==> config.mk <==
export PLATFORM = sky130hd
export DESIGN_NAME = ardt_ctrl
export DESIGN_NICKNAME = d
export VERILOG_FILES = /design/src/hdl/ardt_pkg.sv /design/src/hdl/ardt_ctrl.sv
export SDC_FILE = /design/constraint.sdc
export NUM_CORES = 1
export LEC_CHECK = 0
export ABC_AREA = 1
export BUFFER_PORTS_ARGS = -buffer_cell sky130_fd_sc_hd__buf_2
export CAP_MARGIN = 10
export CORE_AREA = 4 4 41 43
export CTS_CLUSTER_SIZE = 28
export DETAILED_ROUTE_END_ITERATION = 8
export DIE_AREA = 0 0 45 47
export PLACE_DENSITY = 0.39
export SLEW_MARGIN = 30
export SYNTH_ARGS = -nofsm -noshare
export SYNTH_HDL_FRONTEND = slang
export SYNTH_SLANG_ARGS = --single-unit
==> constraint.sdc <==
create_clock -name clk -period 0.8 [get_ports clk]
set_input_delay 0.12 -clock clk [delete_from_list [all_inputs] [get_ports clk]]
set_output_delay 0.12 -clock clk [all_outputs]
set_load 0.02 [all_outputs]
==> src/hdl/ardt_pkg.sv <==
package ardt_pkg;

    // Table geometry
    localparam int SLOTS      = 16;
    localparam int SLOT_IDX_W = $clog2(SLOTS);

    // Request codes
    typedef enum logic [1:0] {
        OP_REGISTER   = 2'd0,
        OP_UNREGISTER = 2'd1,
        OP_DISPATCH   = 2'd2
    } op_t;

    // Result codes
    typedef enum logic [2:0] {
        ST_OK      = 3'd0,
        ST_MISS    = 3'd1,
        ST_ZERO    = 3'd2,
        ST_OVERLAP = 3'd3,
        ST_FULL    = 3'd4
    } status_t;

    // Controller states
    typedef enum logic [1:0] {
        S_IDLE    = 2'd0,
        S_EVAL    = 2'd1,
        S_RESOLVE = 2'd2
    } ctrl_state_t;

    // Commands from controller to datapath
    typedef struct packed {
        logic load;
        logic eval;
        logic commit;
    } ctrl_cmd_t;

endpackage

==> src/hdl/ardt_ctrl.sv <==
module ardt_ctrl (
    input  logic               clk,
    input  logic               rst_n,
    input  logic               req_valid,
    output logic               req_ready,
    output logic               rsp_valid,
    input  logic               rsp_ready,
    output ardt_pkg::ctrl_cmd_t cmd
);

    ardt_pkg::ctrl_state_t state_reg;
    ardt_pkg::ctrl_state_t state_next;
    logic                  out_valid_reg;
    logic                  out_valid_next;

    // State and result-valid registers
    always_ff @(posedge clk or negedge rst_n)
    begin
        if (!rst_n)
        begin
            state_reg     <= ardt_pkg::S_IDLE;
            out_valid_reg <= 1'b0;
        end
        else
        begin
            state_reg     <= state_next;
            out_valid_reg <= out_valid_next;
        end
    end

    // Sequence one transaction: capture, compare, resolve and commit
    always_comb
    begin
        state_next = state_reg;
        cmd        = '0;
        req_ready  = 1'b0;
        case (state_reg)
            ardt_pkg::S_IDLE:
            begin
                req_ready = 1'b1;
                if (req_valid)
                begin
                    cmd.load   = 1'b1;
                    state_next = ardt_pkg::S_EVAL;
                end
            end
            ardt_pkg::S_EVAL:
            begin
                cmd.eval   = 1'b1;
                state_next = ardt_pkg::S_RESOLVE;
            end
            ardt_pkg::S_RESOLVE:
            begin
                // Hold until the output register is free
                if (!out_valid_reg || rsp_ready)
                begin
                    cmd.commit = 1'b1;
                    state_next = ardt_pkg::S_IDLE;
                end
            end
            default:
            begin
                state_next = ardt_pkg::S_IDLE;
            end
        endcase
    end

    // Set on commit, drop when the result is taken
    always_comb
    begin
        if (cmd.commit)
        begin
            out_valid_next = 1'b1;
        end
        else if (rsp_ready)
        begin
            out_valid_next = 1'b0;
        end
        else
        begin
            out_valid_next = out_valid_reg;
        end
    end

    assign rsp_valid = out_valid_reg;

endmodule

==> impl_results.html, run 1 <==
<table>
<tr><th>Metric</th><th>Value</th></tr>
<tr><th colspan="2">Clocking</th></tr>
<tr><td>CTS Buffer Depth</td><td>2</td></tr>
<tr><td>Latest clock arrival within the worst-skew pair</td><td>0.23 ns</td></tr>
<tr><td>Total number of clock tree sinks</td><td>3</td></tr>
<tr><td>Clock-pin slew on the worst setup and hold paths</td><td>0.04 ns</td></tr>
<tr><td>H-tree levels</td><td>1</td></tr>
<tr><td>CTS Root Buffer Type</td><td>clkbuf_4</td></tr>
<tr><td>Clock tree from TritonCTS</td><td>done</td></tr>
<tr><td>Num CTS Buffers</td><td>3</td></tr>
<tr><th colspan="2">Run status</th></tr>
<tr><td>Status</td><td>finished with violations</td></tr>
<tr><td>Violations in the final reports</td><td>negative setup slack</td></tr>
<tr><th colspan="2">Power and ir drop</th></tr>
<tr><td>Clk pwr share</td><td>26.8%</td></tr>
<tr><td>Max VDD drop</td><td>0.00132 V</td></tr>
<tr><td>Fraction of power consumed by sequential logic</td><td>28.4%</td></tr>
<tr><td>Power spent charging and discharging nets</td><td>0.379 mW</td></tr>
<tr><td>Combinational Power Share</td><td>44.8%</td></tr>
<tr><td>Power per cell area</td><td>3370 nW/um^2</td></tr>
<tr><td>Total power</td><td>1.00 mW</td></tr>
<tr><td>Switching share of power</td><td>37.9%</td></tr>
<tr><td>Cell Int Power</td><td>0.621 mW</td></tr>
<tr><td>Leakage power of the design</td><td>0.142 nW</td></tr>
<tr><th colspan="2">Final layout</th></tr>
<tr><td>Combined area of the multi-input logic cells</td><td>68.8 um^2</td></tr>
<tr><td>Flip-flop count of the largest register, all copies and words added</td><td>2</td></tr>
<tr><td>Layout filler cell count</td><td>163</td></tr>
<tr><td>Most frequent standard cell in the layout excluding fill and tap cells</td><td>buf_4</td></tr>
<tr><td>Reg area</td><td>78.8 um^2</td></tr>
<tr><td>Final nets</td><td>38</td></tr>
<tr><td>Post-route standard cell area excluding fillers</td><td>297 um^2</td></tr>
<tr><td>Antenna diode count</td><td>0</td></tr>
<tr><td>Ratio of cells with drive above 1 in the final layout</td><td>66.7%</td></tr>
<tr><td>Signed area change from the synthesized netlist to the final layout</td><td>97.5%</td></tr>
<tr><td>Final Instance Count excl. Fillers</td><td>48</td></tr>
<tr><th colspan="2">Place</th></tr>
<tr><td>Input/output buffers</td><td>8</td></tr>
<tr><td>Post-placement cell count</td><td>42</td></tr>
<tr><td>Worst slack, placed</td><td>-0.149 ns</td></tr>
<tr><td>Placed Instance Area</td><td>221 um^2</td></tr>
<tr><td>Dpl hpwl</td><td>267 um</td></tr>
<tr><td>Weighted congestion reported at the end of routability-driven placement</td><td>0.645</td></tr>
<tr><th colspan="2">Floorplanning</th></tr>
<tr><td>Width of the die</td><td>45 um</td></tr>
<tr><td>Core area</td><td>1300 um^2</td></tr>
<tr><td>Area enclosed by the die boundary</td><td>2120 um^2</td></tr>
<tr><td>Number of placement rows</td><td>13</td></tr>
<tr><td>DIE HEIGHT</td><td>47 um</td></tr>
<tr><td>IO Pins</td><td>9</td></tr>
<tr><td>Effective utilization at floorplan</td><td>11.5%</td></tr>
<tr><th colspan="2">Drt</th></tr>
<tr><td>Iteration-0 DRC Markers</td><td>1</td></tr>
<tr><td>Initial DRT Pass Iterations</td><td>2</td></tr>
<tr><td>Overall routed net length</td><td>372 um</td></tr>
<tr><td>Via density per instance</td><td>3.38</td></tr>
<tr><td>WL per Instance</td><td>7.75 um</td></tr>
<tr><td>Total DRC errors in the routed layout</td><td>0</td></tr>
<tr><td>Vias</td><td>162</td></tr>
<tr><td>Detail Route Antenna Nets</td><td>0</td></tr>
<tr><th colspan="2">Setup path</th></tr>
<tr><td>CP Data Required Time</td><td>0.68 ns</td></tr>
<tr><td>Start point of the critical path</td><td>state_reg[0]</td></tr>
<tr><td>Worst Path Max Fanout</td><td>4</td></tr>
<tr><td>Crit start category</td><td>flip-flop</td></tr>
<tr><td>Critical setup path kind</td><td>flip-flop to output port</td></tr>
<tr><td>Reg-to-reg startpoint</td><td>state_reg[0]</td></tr>
<tr><td>Setup slack of the most critical reg-to-reg path</td><td>-0.04 ns</td></tr>
<tr><td>Kind of end point of the critical path</td><td>output port</td></tr>
<tr><td>R2R depth</td><td>2</td></tr>
<tr><td>Data arrival at the endpoint of the critical path</td><td>1.04 ns</td></tr>
<tr><th colspan="2">Logic synthesis</th></tr>
<tr><td>Combined area of all synthesized cells</td><td>150 um^2</td></tr>
<tr><td>Synth Area in Compound Gates</td><td>3.33%</td></tr>
<tr><td>Sequential-to-total area share from yosys stat</td><td>50.0%</td></tr>
<tr><td>Cell taking the most area after synthesis</td><td>dfrtp_1</td></tr>
<tr><td>Mux contribution to synthesized area</td><td>0%</td></tr>
<tr><td>Net count after synthesis</td><td>23</td></tr>
<tr><td>Adder-cell share of the synthesized area</td><td>0%</td></tr>
<tr><td>Synthesis Warnings</td><td>0</td></tr>
<tr><td>Seq cells post-synth</td><td>3</td></tr>
<tr><td>Post-Synth Simple-Gate Area</td><td>31.7%</td></tr>
<tr><td>Number of distinct library cell variants in the gate-level netlist after synthesis</td><td>9</td></tr>
<tr><td>Number of instances in the synthesized netlist</td><td>19</td></tr>
<tr><td>Area share of xor/xnor cells in the synthesized design</td><td>0%</td></tr>
<tr><td>Top cells by area, synth</td><td>dfrtp_1 50%, nor2_1 10%, nor3b_1 10%, inv_1 7.5%, nand2_1 7.5%</td></tr>
<tr><td>Combinational family with the most area after synthesis</td><td>simple AND/OR/NAND/NOR gates</td></tr>
<tr><td>Top cell type's share of synthesized area</td><td>50.0%</td></tr>
<tr><td>Syn_area_per_cell</td><td>7.90 um^2</td></tr>
<tr><th colspan="2">Hold path</th></tr>
<tr><td>HP Start</td><td>rsp_ready</td></tr>
<tr><td>Min-Delay Path Depth</td><td>2</td></tr>
<tr><td>Worst Hold Class</td><td>input pin to flip-flop</td></tr>
<tr><th colspan="2">Timing</th></tr>
<tr><td>Final setup violation count</td><td>7</td></tr>
<tr><td>Post-route minimum period</td><td>1.16 ns</td></tr>
<tr><td>Portion of the clock cycle consumed by the worst path in the final layout</td><td>145%</td></tr>
<tr><td>Worst-Margin Slew</td><td>0.159 ns</td></tr>
<tr><td>Final worst hold slack</td><td>0.0925 ns</td></tr>
<tr><td>Rel. slew slack</td><td>89.4%</td></tr>
<tr><td>Unrepaired setup endpoints after global routing</td><td>true</td></tr>
<tr><td>Final worst clock skew</td><td>0.0000963 ns</td></tr>
<tr><td>Slew Viols, Final</td><td>0</td></tr>
<tr><td>Max Freq</td><td>864 MHz</td></tr>
<tr><td>Final number of hold-violating endpoints</td><td>0</td></tr>
<tr><td>Setup slack of the critical path after layout</td><td>-0.357 ns</td></tr>
<tr><th colspan="2">GRT</th></tr>
<tr><td>Largest net degree at the start of global routing</td><td>7</td></tr>
<tr><td>Remaining Overflow, GRT</td><td>0</td></tr>
<tr><td>Total routing resource utilization after global routing</td><td>5.23%</td></tr>
<tr><td>Number of antenna violations at the first check in global routing</td><td>0</td></tr>
<tr><td>Number of global-route vias before repair</td><td>177</td></tr>
<tr><td>Global-route wire length before repair</td><td>717 um</td></tr>
<tr><th colspan="2">Run</th></tr>
<tr><td>Number of violations of the max-capacitance limit</td><td>0</td></tr>
</table>
## cell type report
cell class | count | area share (%)
clock buffers | 4 | 8.86
multi-input cells | 11 | 23.2
well taps | 15 | 6.33
flip-flops and latches | 3 | 26.6
inverters | 4 | 5.06
repair buffers | 11 | 30.0
## metrics by stage
step / utilization [%] / TNS (ns)
3_3_place_gp: 17.0 / -0.462
3_5_place_dp: 17.0 / -0.441
6_report: 22.8 / -1.39
2_1_floorplan: - / -0.313
4_1_cts: 22.6 / -1.47
5_1_grt: 22.8 / -1.83
## final timing paths
check / to
max in group asynchronous: state_reg[1]
hold reg to reg: state_reg[0]
min in group asynchronous: rsp_valid
setup reg to reg: state_reg[0]
setup / recovery: cmd[0]
hold / removal: rsp_valid
## critical path, stage by stage, from the launching register on
cell	delay (ns)
dfrtp_2	0.43
inv_2	0.08
nand2_2	0.05
nor2_1	0.10
buf_4	0.14
## timing repair
action / in CTS / in global routing
hold buffers: 1 / 0
pin swaps: 1 / 2
cloned: 0 / 0
endpoints found under the hold margin: 3 / 0
setup buffers: 1 / 0
setup endpoints to repair: 7 / 8
gates resized for setup: 11 / 1
## cell usage after synthesis (all sizes together)
cell type  instances
nor3b              2
dfrtp              3
nand2              3
nor2               5
o21ai              1
inv                4
buf                1
## cell families (layout without fill, tap and decap cells)
group	after synthesis	count (layout)
simple gates	10	10
flops	3	3
buf+inv	5	19
compound gates	1	1
## power by group through the flow
stage	Sequential (mW)	Combinational, mW	Clock (mW)
final	0.284	0.448	0.268
after global routing	0.297	0.491	0.294
after CTS	0.281	0.448	0.285
after detailed placement	0.274	0.337	0
after global placement	0.274	0.340	0
after floorplan	0.295	0.210	0
## metal layers
metal  up-vias  wire, um  global-route usage, %
li1         84         -                      -
met1        69       187                   5.28
met2         9       126                   5.93
met3         0        58                   6.13
met4         0         0                   3.51
met5         -         0                      0
No activity file was read; power rests on OpenSTA's default activity.
==> run 2: changes to the inputs <==
PLACE_DENSITY = 0.38   (was 0.39)
clock period = 1.4 ns   (was 0.8 ns; I/O delays follow)
==> run 2 against run 1 <==
The run now ends clean. Clock skew grew 0.0030 ns. Sequential cell count is the same. Critical path depth is the same. Register-to-register slack gained 0.67 ns. Die area is the same. Clock power shrank 43%. Largest power group unchanged.
==> impl_results.html, run 2 (synthesis gave the netlist of run 1 again) <==
<table>
<tr><th>Metric</th><th>Value</th></tr>
<tr><th colspan="2">Clocking</th></tr>
<tr><td>Num CTS Buffers</td><td>3</td></tr>
<tr><td>Clock tree from TritonCTS</td><td>done</td></tr>
<tr><td>CTS Root Buffer Type</td><td>clkbuf_4</td></tr>
<tr><td>CTS Buffer Depth</td><td>2</td></tr>
<tr><td>Clock-pin slew on the worst setup and hold paths</td><td>0.04 ns</td></tr>
<tr><td>H-tree levels</td><td>1</td></tr>
<tr><td>Post-cts resize count</td><td>0</td></tr>
<tr><td>Latest clock arrival within the worst-skew pair</td><td>0.23 ns</td></tr>
<tr><td>Total number of clock tree sinks</td><td>3</td></tr>
<tr><td>Post-CTS Setup Inserts</td><td>0</td></tr>
<tr><th colspan="2">Place</th></tr>
<tr><td>Placed Instance Area</td><td>201 um^2</td></tr>
<tr><td>Worst slack, placed</td><td>0.366 ns</td></tr>
<tr><td>Input/output buffers</td><td>8</td></tr>
<tr><td>Weighted congestion reported at the end of routability-driven placement</td><td>0.584</td></tr>
<tr><td>Dpl hpwl</td><td>270 um</td></tr>
<tr><th colspan="2">Setup path</th></tr>
<tr><td>R2R depth</td><td>3</td></tr>
<tr><td>Start point of the critical path</td><td>state_reg[0]</td></tr>
<tr><td>Gate family responsible for the most delay along the worst path</td><td>flip-flops</td></tr>
<tr><td>Crit start category</td><td>flip-flop</td></tr>
<tr><td>Stage delay of the slowest cell on the critical path</td><td>0.42 ns</td></tr>
<tr><td>CP Data Required Time</td><td>1.19 ns</td></tr>
<tr><td>Critical setup path kind</td><td>flip-flop to output port</td></tr>
<tr><td>Crit path buf inv count</td><td>2</td></tr>
<tr><td>Total number of cells along the worst setup path</td><td>4</td></tr>
<tr><td>Worst Path Max Fanout</td><td>5</td></tr>
<tr><td>Reg-to-reg startpoint</td><td>state_reg[0]</td></tr>
<tr><td>Data arrival at the endpoint of the critical path</td><td>1.06 ns</td></tr>
<tr><td>Kind of end point of the critical path</td><td>output port</td></tr>
<tr><td>Critical path cell sequence</td><td>inv_2 &gt; nand2_1 &gt; nor2_1 &gt; buf_2</td></tr>
<tr><td>Cell with the biggest individual delay on the critical path</td><td>dfrtp_1</td></tr>
<tr><th colspan="2">Hold path</th></tr>
<tr><td>Min-Delay Path Depth</td><td>2</td></tr>
<tr><td>Worst Hold Class</td><td>input pin to flip-flop</td></tr>
<tr><td>HP Start</td><td>rsp_ready</td></tr>
<tr><th colspan="2">Final layout</th></tr>
<tr><td>Final nets</td><td>36</td></tr>
<tr><td>Antenna diode count</td><td>0</td></tr>
<tr><td>Layout filler cell count</td><td>154</td></tr>
<tr><td>Flip-flop count of the largest register, all copies and words added</td><td>2</td></tr>
<tr><td>Post-route standard cell area excluding fillers</td><td>238 um^2</td></tr>
<tr><td>Ratio of cells with drive above 1 in the final layout</td><td>41.9%</td></tr>
<tr><td>Commonest non-fill, non-tap cells in the layout</td><td>8 x buf_2, 4 x nor2_1</td></tr>
<tr><td>Most frequent standard cell in the layout excluding fill and tap cells</td><td>buf_2</td></tr>
<tr><td>Signed area change from the synthesized netlist to the final layout</td><td>58.3%</td></tr>
<tr><th colspan="2">Drt</th></tr>
<tr><td>Iteration-0 DRC Markers</td><td>1</td></tr>
<tr><td>Overall routed net length</td><td>367 um</td></tr>
<tr><td>Via density per instance</td><td>3.13</td></tr>
<tr><td>Total DRC errors in the routed layout</td><td>0</td></tr>
<tr><td>Initial DRT Pass Iterations</td><td>2</td></tr>
<tr><td>Vias</td><td>144</td></tr>
<tr><td>Detail Route Antenna Nets</td><td>0</td></tr>
<tr><td>WL per Instance</td><td>7.98 um</td></tr>
<tr><th colspan="2">Floorplanning</th></tr>
<tr><td>Area enclosed by the die boundary</td><td>2120 um^2</td></tr>
<tr><td>Effective utilization at floorplan</td><td>11.5%</td></tr>
<tr><td>DIE HEIGHT</td><td>47 um</td></tr>
<tr><td>IO Pins</td><td>9</td></tr>
<tr><td>Core area</td><td>1300 um^2</td></tr>
<tr><td>Number of placement rows</td><td>13</td></tr>
<tr><td>Width of the die</td><td>45 um</td></tr>
<tr><th colspan="2">Timing</th></tr>
<tr><td>Final worst hold slack</td><td>0.199 ns</td></tr>
<tr><td>Unrepaired setup endpoints after global routing</td><td>false</td></tr>
<tr><td>Setup slack of the critical path after layout</td><td>0.127 ns</td></tr>
<tr><td>Final setup violation count</td><td>0</td></tr>
<tr><td>Portion of the clock cycle consumed by the worst path in the final layout</td><td>91.0%</td></tr>
<tr><td>Slew Viols, Final</td><td>0</td></tr>
<tr><td>Final number of hold-violating endpoints</td><td>0</td></tr>
<tr><td>Worst-Margin Slew</td><td>0.208 ns</td></tr>
<tr><td>Max Freq</td><td>785 MHz</td></tr>
<tr><td>Rel. slew slack</td><td>86.2%</td></tr>
<tr><td>Final worst clock skew</td><td>0.00311 ns</td></tr>
<tr><td>Sum of negative setup slack</td><td>0 ns</td></tr>
<tr><td>Post-route minimum period</td><td>1.27 ns</td></tr>
<tr><th colspan="2">Power and ir drop</th></tr>
<tr><td>Total power</td><td>0.475 mW</td></tr>
<tr><td>Max VDD drop</td><td>0.000690 V</td></tr>
<tr><td>Power per cell area</td><td>2000 nW/um^2</td></tr>
<tr><td>Leakage power of the design</td><td>0.127 nW</td></tr>
<tr><th colspan="2">GRT</th></tr>
<tr><td>Remaining Overflow, GRT</td><td>0</td></tr>
<tr><td>Global-route wire length before repair</td><td>600 um</td></tr>
<tr><td>Largest net degree at the start of global routing</td><td>7</td></tr>
<tr><td>Number of global-route vias before repair</td><td>137</td></tr>
<tr><td>Number of antenna violations at the first check in global routing</td><td>0</td></tr>
<tr><td>Total routing resource utilization after global routing</td><td>4.66%</td></tr>
<tr><th colspan="2">Run</th></tr>
<tr><td>Number of violations of the max-capacitance limit</td><td>0</td></tr>
<tr><th colspan="2">Run status</th></tr>
<tr><td>Status</td><td>completed</td></tr>
</table>
## run 2: stage by stage
step	cells	util, %
after floorplan	19	-
after global placement	41	15.5
after detailed placement	41	15.5
after CTS	46	18.3
after global routing	46	18.3
final	46	18.3
## run 2: final timing paths
kind                                endpoint  slack (ns)
worst max-delay path                  cmd[0]        0.13
worst min-delay path               rsp_valid        0.20
worst max register to register     rsp_valid        0.63
worst min register to register  state_reg[0]        0.53
max in group asynchronous       state_reg[1]        1.00
min in group asynchronous       state_reg[0]        0.30
## run 2: area by class of cell
cell class / instances / area, um^2 / share of cell area (%)
clock buffers: 4 / 26.3 / 11.1
inverters: 4 / 15.0 / 6.32
multi-input cells: 11 / 52.6 / 22.1
flip-flops and latches: 3 / 75.1 / 31.6
well taps: 15 / 18.8 / 7.89
repair buffers: 9 / 50.0 / 21.1
## run 2: repair_timing
item | CTS | global route
endpoints found under the hold margin | 3 | 0
hold buffers | 1 | 0
endpoints found under the setup margin | 0 | 0
## run 2: where the power goes
| group | leakage, nW | switching (mW) | internal, mW |
|---|---|---|---|
| clock network | 0.0150 | 0.0468 | 0.107 |
| logic | 0.0740 | 0.114 | 0.0615 |
| registers | 0.0384 | 0.0312 | 0.114 |
| total | 0.127 | 0.192 | 0.283 |
## run 2: layer usage
layer,track usage (%),vias up,share of wire (%)
met5,0,-,0
met4,1.75,0,0
met3,6.13,0,15
met2,4.52,9,29
met1,5.47,55,55
li1,-,80,-
==> run 3: changes to the inputs <==
BUFFER_PORTS_ARGS = default   (was -buffer_cell sky130_fd_sc_hd__buf_2)
DONT_BUFFER_PORTS = 1   (was default)
PLACE_DENSITY = 0.33   (was 0.38)
==> run 3 against run 2 <==
Wire length fell by 3.5%. Sequential share of layout area rose by 3.7 points. Combinational power fell by 25%. Die area did not move. Clock power barely moved. Maximum frequency barely moved. Critical endpoint unchanged. Clock skew fell by 0.0028 ns. Core utilization fell by 1.9 points. Non-clock buffer count fell by 7. Sequential cell count did not move. Final cell count fell by 15%.
==> impl_results.html, run 3 (synthesis gave the netlist of run 1 again) <==
<table>
<tr><th>Metric</th><th>Value</th></tr>
<tr><th colspan="2">Run status</th></tr>
<tr><td>Status</td><td>completed</td></tr>
<tr><th colspan="2">Power and ir drop</th></tr>
<tr><td>Switching share of power</td><td>41.4%</td></tr>
<tr><td>Total power</td><td>0.447 mW</td></tr>
<tr><td>Power per cell area</td><td>2100 nW/um^2</td></tr>
<tr><td>Power spent charging and discharging nets</td><td>0.185 mW</td></tr>
<tr><td>Clk pwr share</td><td>33.7%</td></tr>
<tr><td>Max VDD drop</td><td>0.000624 V</td></tr>
<tr><td>Leakage power of the design</td><td>0.0999 nW</td></tr>
<tr><td>Fraction of power consumed by sequential logic</td><td>36.8%</td></tr>
<tr><td>Cell Int Power</td><td>0.262 mW</td></tr>
<tr><td>Combinational Power Share</td><td>29.5%</td></tr>
<tr><th colspan="2">Final layout</th></tr>
<tr><td>Commonest non-fill, non-tap cells in the layout</td><td>3 x nor2_1, 3 x nand2_1, 3 x inv_1, 3 x clkbuf_4, 3 x dfrtp_1</td></tr>
<tr><td>Final Instance Count excl. Fillers</td><td>39</td></tr>
<tr><td>Antenna diode count</td><td>0</td></tr>
<tr><td>Combined area of the multi-input logic cells</td><td>60.1 um^2</td></tr>
<tr><td>Ratio of cells with drive above 1 in the final layout</td><td>33.3%</td></tr>
<tr><td>Layout filler cell count</td><td>159</td></tr>
<tr><td>Signed area change from the synthesized netlist to the final layout</td><td>41.7%</td></tr>
<tr><td>Final nets</td><td>29</td></tr>
<tr><td>Reg area</td><td>75.1 um^2</td></tr>
<tr><td>Flip-flop count of the largest register, all copies and words added</td><td>2</td></tr>
<tr><td>Final standard cell utilization of the core</td><td>16.3%</td></tr>
<tr><th colspan="2">GRT</th></tr>
<tr><td>Total routing resource utilization after global routing</td><td>5.07%</td></tr>
<tr><td>Largest net degree at the start of global routing</td><td>7</td></tr>
<tr><td>Number of antenna violations at the first check in global routing</td><td>0</td></tr>
<tr><td>Gr busiest metal</td><td>met4</td></tr>
<tr><td>Routing usage on met3</td><td>2.68%</td></tr>
<tr><td>Global-route wire length before repair</td><td>690 um</td></tr>
<tr><td>Number of global-route vias before repair</td><td>168</td></tr>
<tr><td>Remaining Overflow, GRT</td><td>0</td></tr>
<tr><td>GRT met2 Usage</td><td>6.78%</td></tr>
<tr><td>Met1 usage</td><td>4.81%</td></tr>
<tr><th colspan="2">Timing</th></tr>
<tr><td>Final setup violation count</td><td>0</td></tr>
<tr><td>Setup slack of the critical path after layout</td><td>0.125 ns</td></tr>
<tr><td>Final number of hold-violating endpoints</td><td>0</td></tr>
<tr><td>Final worst clock skew</td><td>0.000274 ns</td></tr>
<tr><td>Portion of the clock cycle consumed by the worst path in the final layout</td><td>91.0%</td></tr>
<tr><td>Worst-Margin Slew</td><td>0.388 ns</td></tr>
<tr><td>Sum of negative setup slack</td><td>0 ns</td></tr>
<tr><td>Post-route minimum period</td><td>1.27 ns</td></tr>
<tr><td>Rel. slew slack</td><td>74.0%</td></tr>
<tr><td>Max Freq</td><td>785 MHz</td></tr>
<tr><td>Unrepaired setup endpoints after global routing</td><td>false</td></tr>
<tr><td>Slew Viols, Final</td><td>0</td></tr>
<tr><th colspan="2">Setup path</th></tr>
<tr><td>Critical setup path kind</td><td>flip-flop to output port</td></tr>
<tr><td>Gate family responsible for the most delay along the worst path</td><td>flip-flops</td></tr>
<tr><td>Crit path buf inv count</td><td>1</td></tr>
<tr><td>Total number of cells along the worst setup path</td><td>3</td></tr>
<tr><td>Data arrival at the endpoint of the critical path</td><td>1.06 ns</td></tr>
<tr><td>Critical path cell sequence</td><td>inv_2 &gt; nand2_1 &gt; nor2_2</td></tr>
<tr><td>Cell with the biggest individual delay on the critical path</td><td>dfrtp_1</td></tr>
<tr><td>Crit start category</td><td>flip-flop</td></tr>
<tr><td>Worst Path Max Fanout</td><td>5</td></tr>
<tr><td>R2R depth</td><td>4</td></tr>
<tr><td>Stage delay of the slowest cell on the critical path</td><td>0.43 ns</td></tr>
<tr><td>CP Data Required Time</td><td>1.19 ns</td></tr>
<tr><td>Kind of end point of the critical path</td><td>output port</td></tr>
<tr><th colspan="2">Drt</th></tr>
<tr><td>WL per Instance</td><td>9.08 um</td></tr>
<tr><td>Vias</td><td>132</td></tr>
<tr><td>Via density per instance</td><td>3.38</td></tr>
<tr><td>Overall routed net length</td><td>354 um</td></tr>
<tr><td>Total DRC errors in the routed layout</td><td>0</td></tr>
<tr><td>Detail Route Antenna Nets</td><td>0</td></tr>
<tr><td>Iteration-0 DRC Markers</td><td>4</td></tr>
<tr><td>Initial DRT Pass Iterations</td><td>2</td></tr>
<tr><th colspan="2">Clocking</th></tr>
<tr><td>H-tree levels</td><td>1</td></tr>
<tr><td>Clock-pin slew on the worst setup and hold paths</td><td>0.04 ns</td></tr>
<tr><td>Latest clock arrival within the worst-skew pair</td><td>0.23 ns</td></tr>
<tr><td>Num CTS Buffers</td><td>3</td></tr>
<tr><td>CTS Buffer Depth</td><td>2</td></tr>
<tr><td>Total number of clock tree sinks</td><td>3</td></tr>
<tr><td>CTS Root Buffer Type</td><td>clkbuf_4</td></tr>
<tr><td>Clock tree from TritonCTS</td><td>done</td></tr>
<tr><th colspan="2">Run</th></tr>
<tr><td>Number of violations of the max-capacitance limit</td><td>0</td></tr>
<tr><th colspan="2">Hold path</th></tr>
<tr><td>Worst Hold Class</td><td>input pin to flip-flop</td></tr>
<tr><td>Min-Delay Path Depth</td><td>1</td></tr>
<tr><th colspan="2">Floorplanning</th></tr>
<tr><td>DIE HEIGHT</td><td>47 um</td></tr>
<tr><td>Core area</td><td>1300 um^2</td></tr>
<tr><td>Width of the die</td><td>45 um</td></tr>
<tr><td>Area enclosed by the die boundary</td><td>2120 um^2</td></tr>
<tr><td>Effective utilization at floorplan</td><td>11.5%</td></tr>
<tr><td>IO Pins</td><td>9</td></tr>
<tr><td>Number of placement rows</td><td>13</td></tr>
<tr><th colspan="2">Place</th></tr>
<tr><td>Post-placement cell count</td><td>34</td></tr>
<tr><td>Dpl hpwl</td><td>279 um</td></tr>
<tr><td>Input/output buffers</td><td>0</td></tr>
<tr><td>Weighted congestion reported at the end of routability-driven placement</td><td>0.626</td></tr>
<tr><td>Worst slack, placed</td><td>0.269 ns</td></tr>
</table>
run 3: cell count changes in the layout (fill, tap and decap cells not counted), sizes merged:
cell	change
buf	-7
run 3: repair_timing:
action                     4_1_cts  5_1_grt
buffers inserted                 0        0
hold endpoints to repair         3        0
setup endpoints to repair        0        2
hold buffers                     1        0
resized for setup                0        2
run 3: layout make-up:
cell class	count	share of cell area, %
Clock buffer	4	12.4
Tap cell	15	8.82
Multi-Input combinational cell	11	28.2
Timing Repair Buffer	2	8.24
Inverter	4	7.06
Sequential cell	3	35.3
run 3: power by group through the flow:
| stage | logic [mW] | registers (mW) | clock network, mW |
|---|---|---|---|
| 6_report | 0.132 | 0.164 | 0.151 |
| 2_1_floorplan | 0.113 | 0.156 | 0 |
| 4_1_cts | 0.130 | 0.164 | 0.162 |
| 5_1_grt | 0.149 | 0.172 | 0.175 |
| 3_3_place_gp | 0.125 | 0.162 | 0 |
| 3_5_place_dp | 0.125 | 0.164 | 0 |
run 3: path summary, 6_finish.rpt:
| path | start | to | slack, ns |
|---|---|---|---|
| worst max-delay path | state_reg[0] | cmd[0] | 0.13 |
| worst min-delay path | rsp_ready | rsp_valid | 0.09 |
| worst max register to register | state_reg[0] | state_reg[1] | 0.47 |
| worst min register to register | state_reg[0] | state_reg[0] | 0.55 |
| max in group asynchronous | rst_n | state_reg[1] | 1.01 |
| min in group asynchronous | rst_n | rsp_valid | 0.24 |
run 3: per-layer routing:
metal | part of all wire [%] | routed length (um)
met1 | 38 | 133
met3 | 6.5 | 23
met4 | 0 | 0
met5 | 0 | 0
met2 | 56 | 198
run 3: per-stage QoR:
| step | instance area (um^2) | hold WS, ns |
|---|---|---|
| after global placement | 169 | -0.0855 |
| after floorplan | 150 | -0.0856 |
| after CTS | 205 | 0.0880 |
| after detailed placement | 169 | -0.0855 |
| after global routing | 213 | 0.0973 |
| final | 213 | 0.0920 |
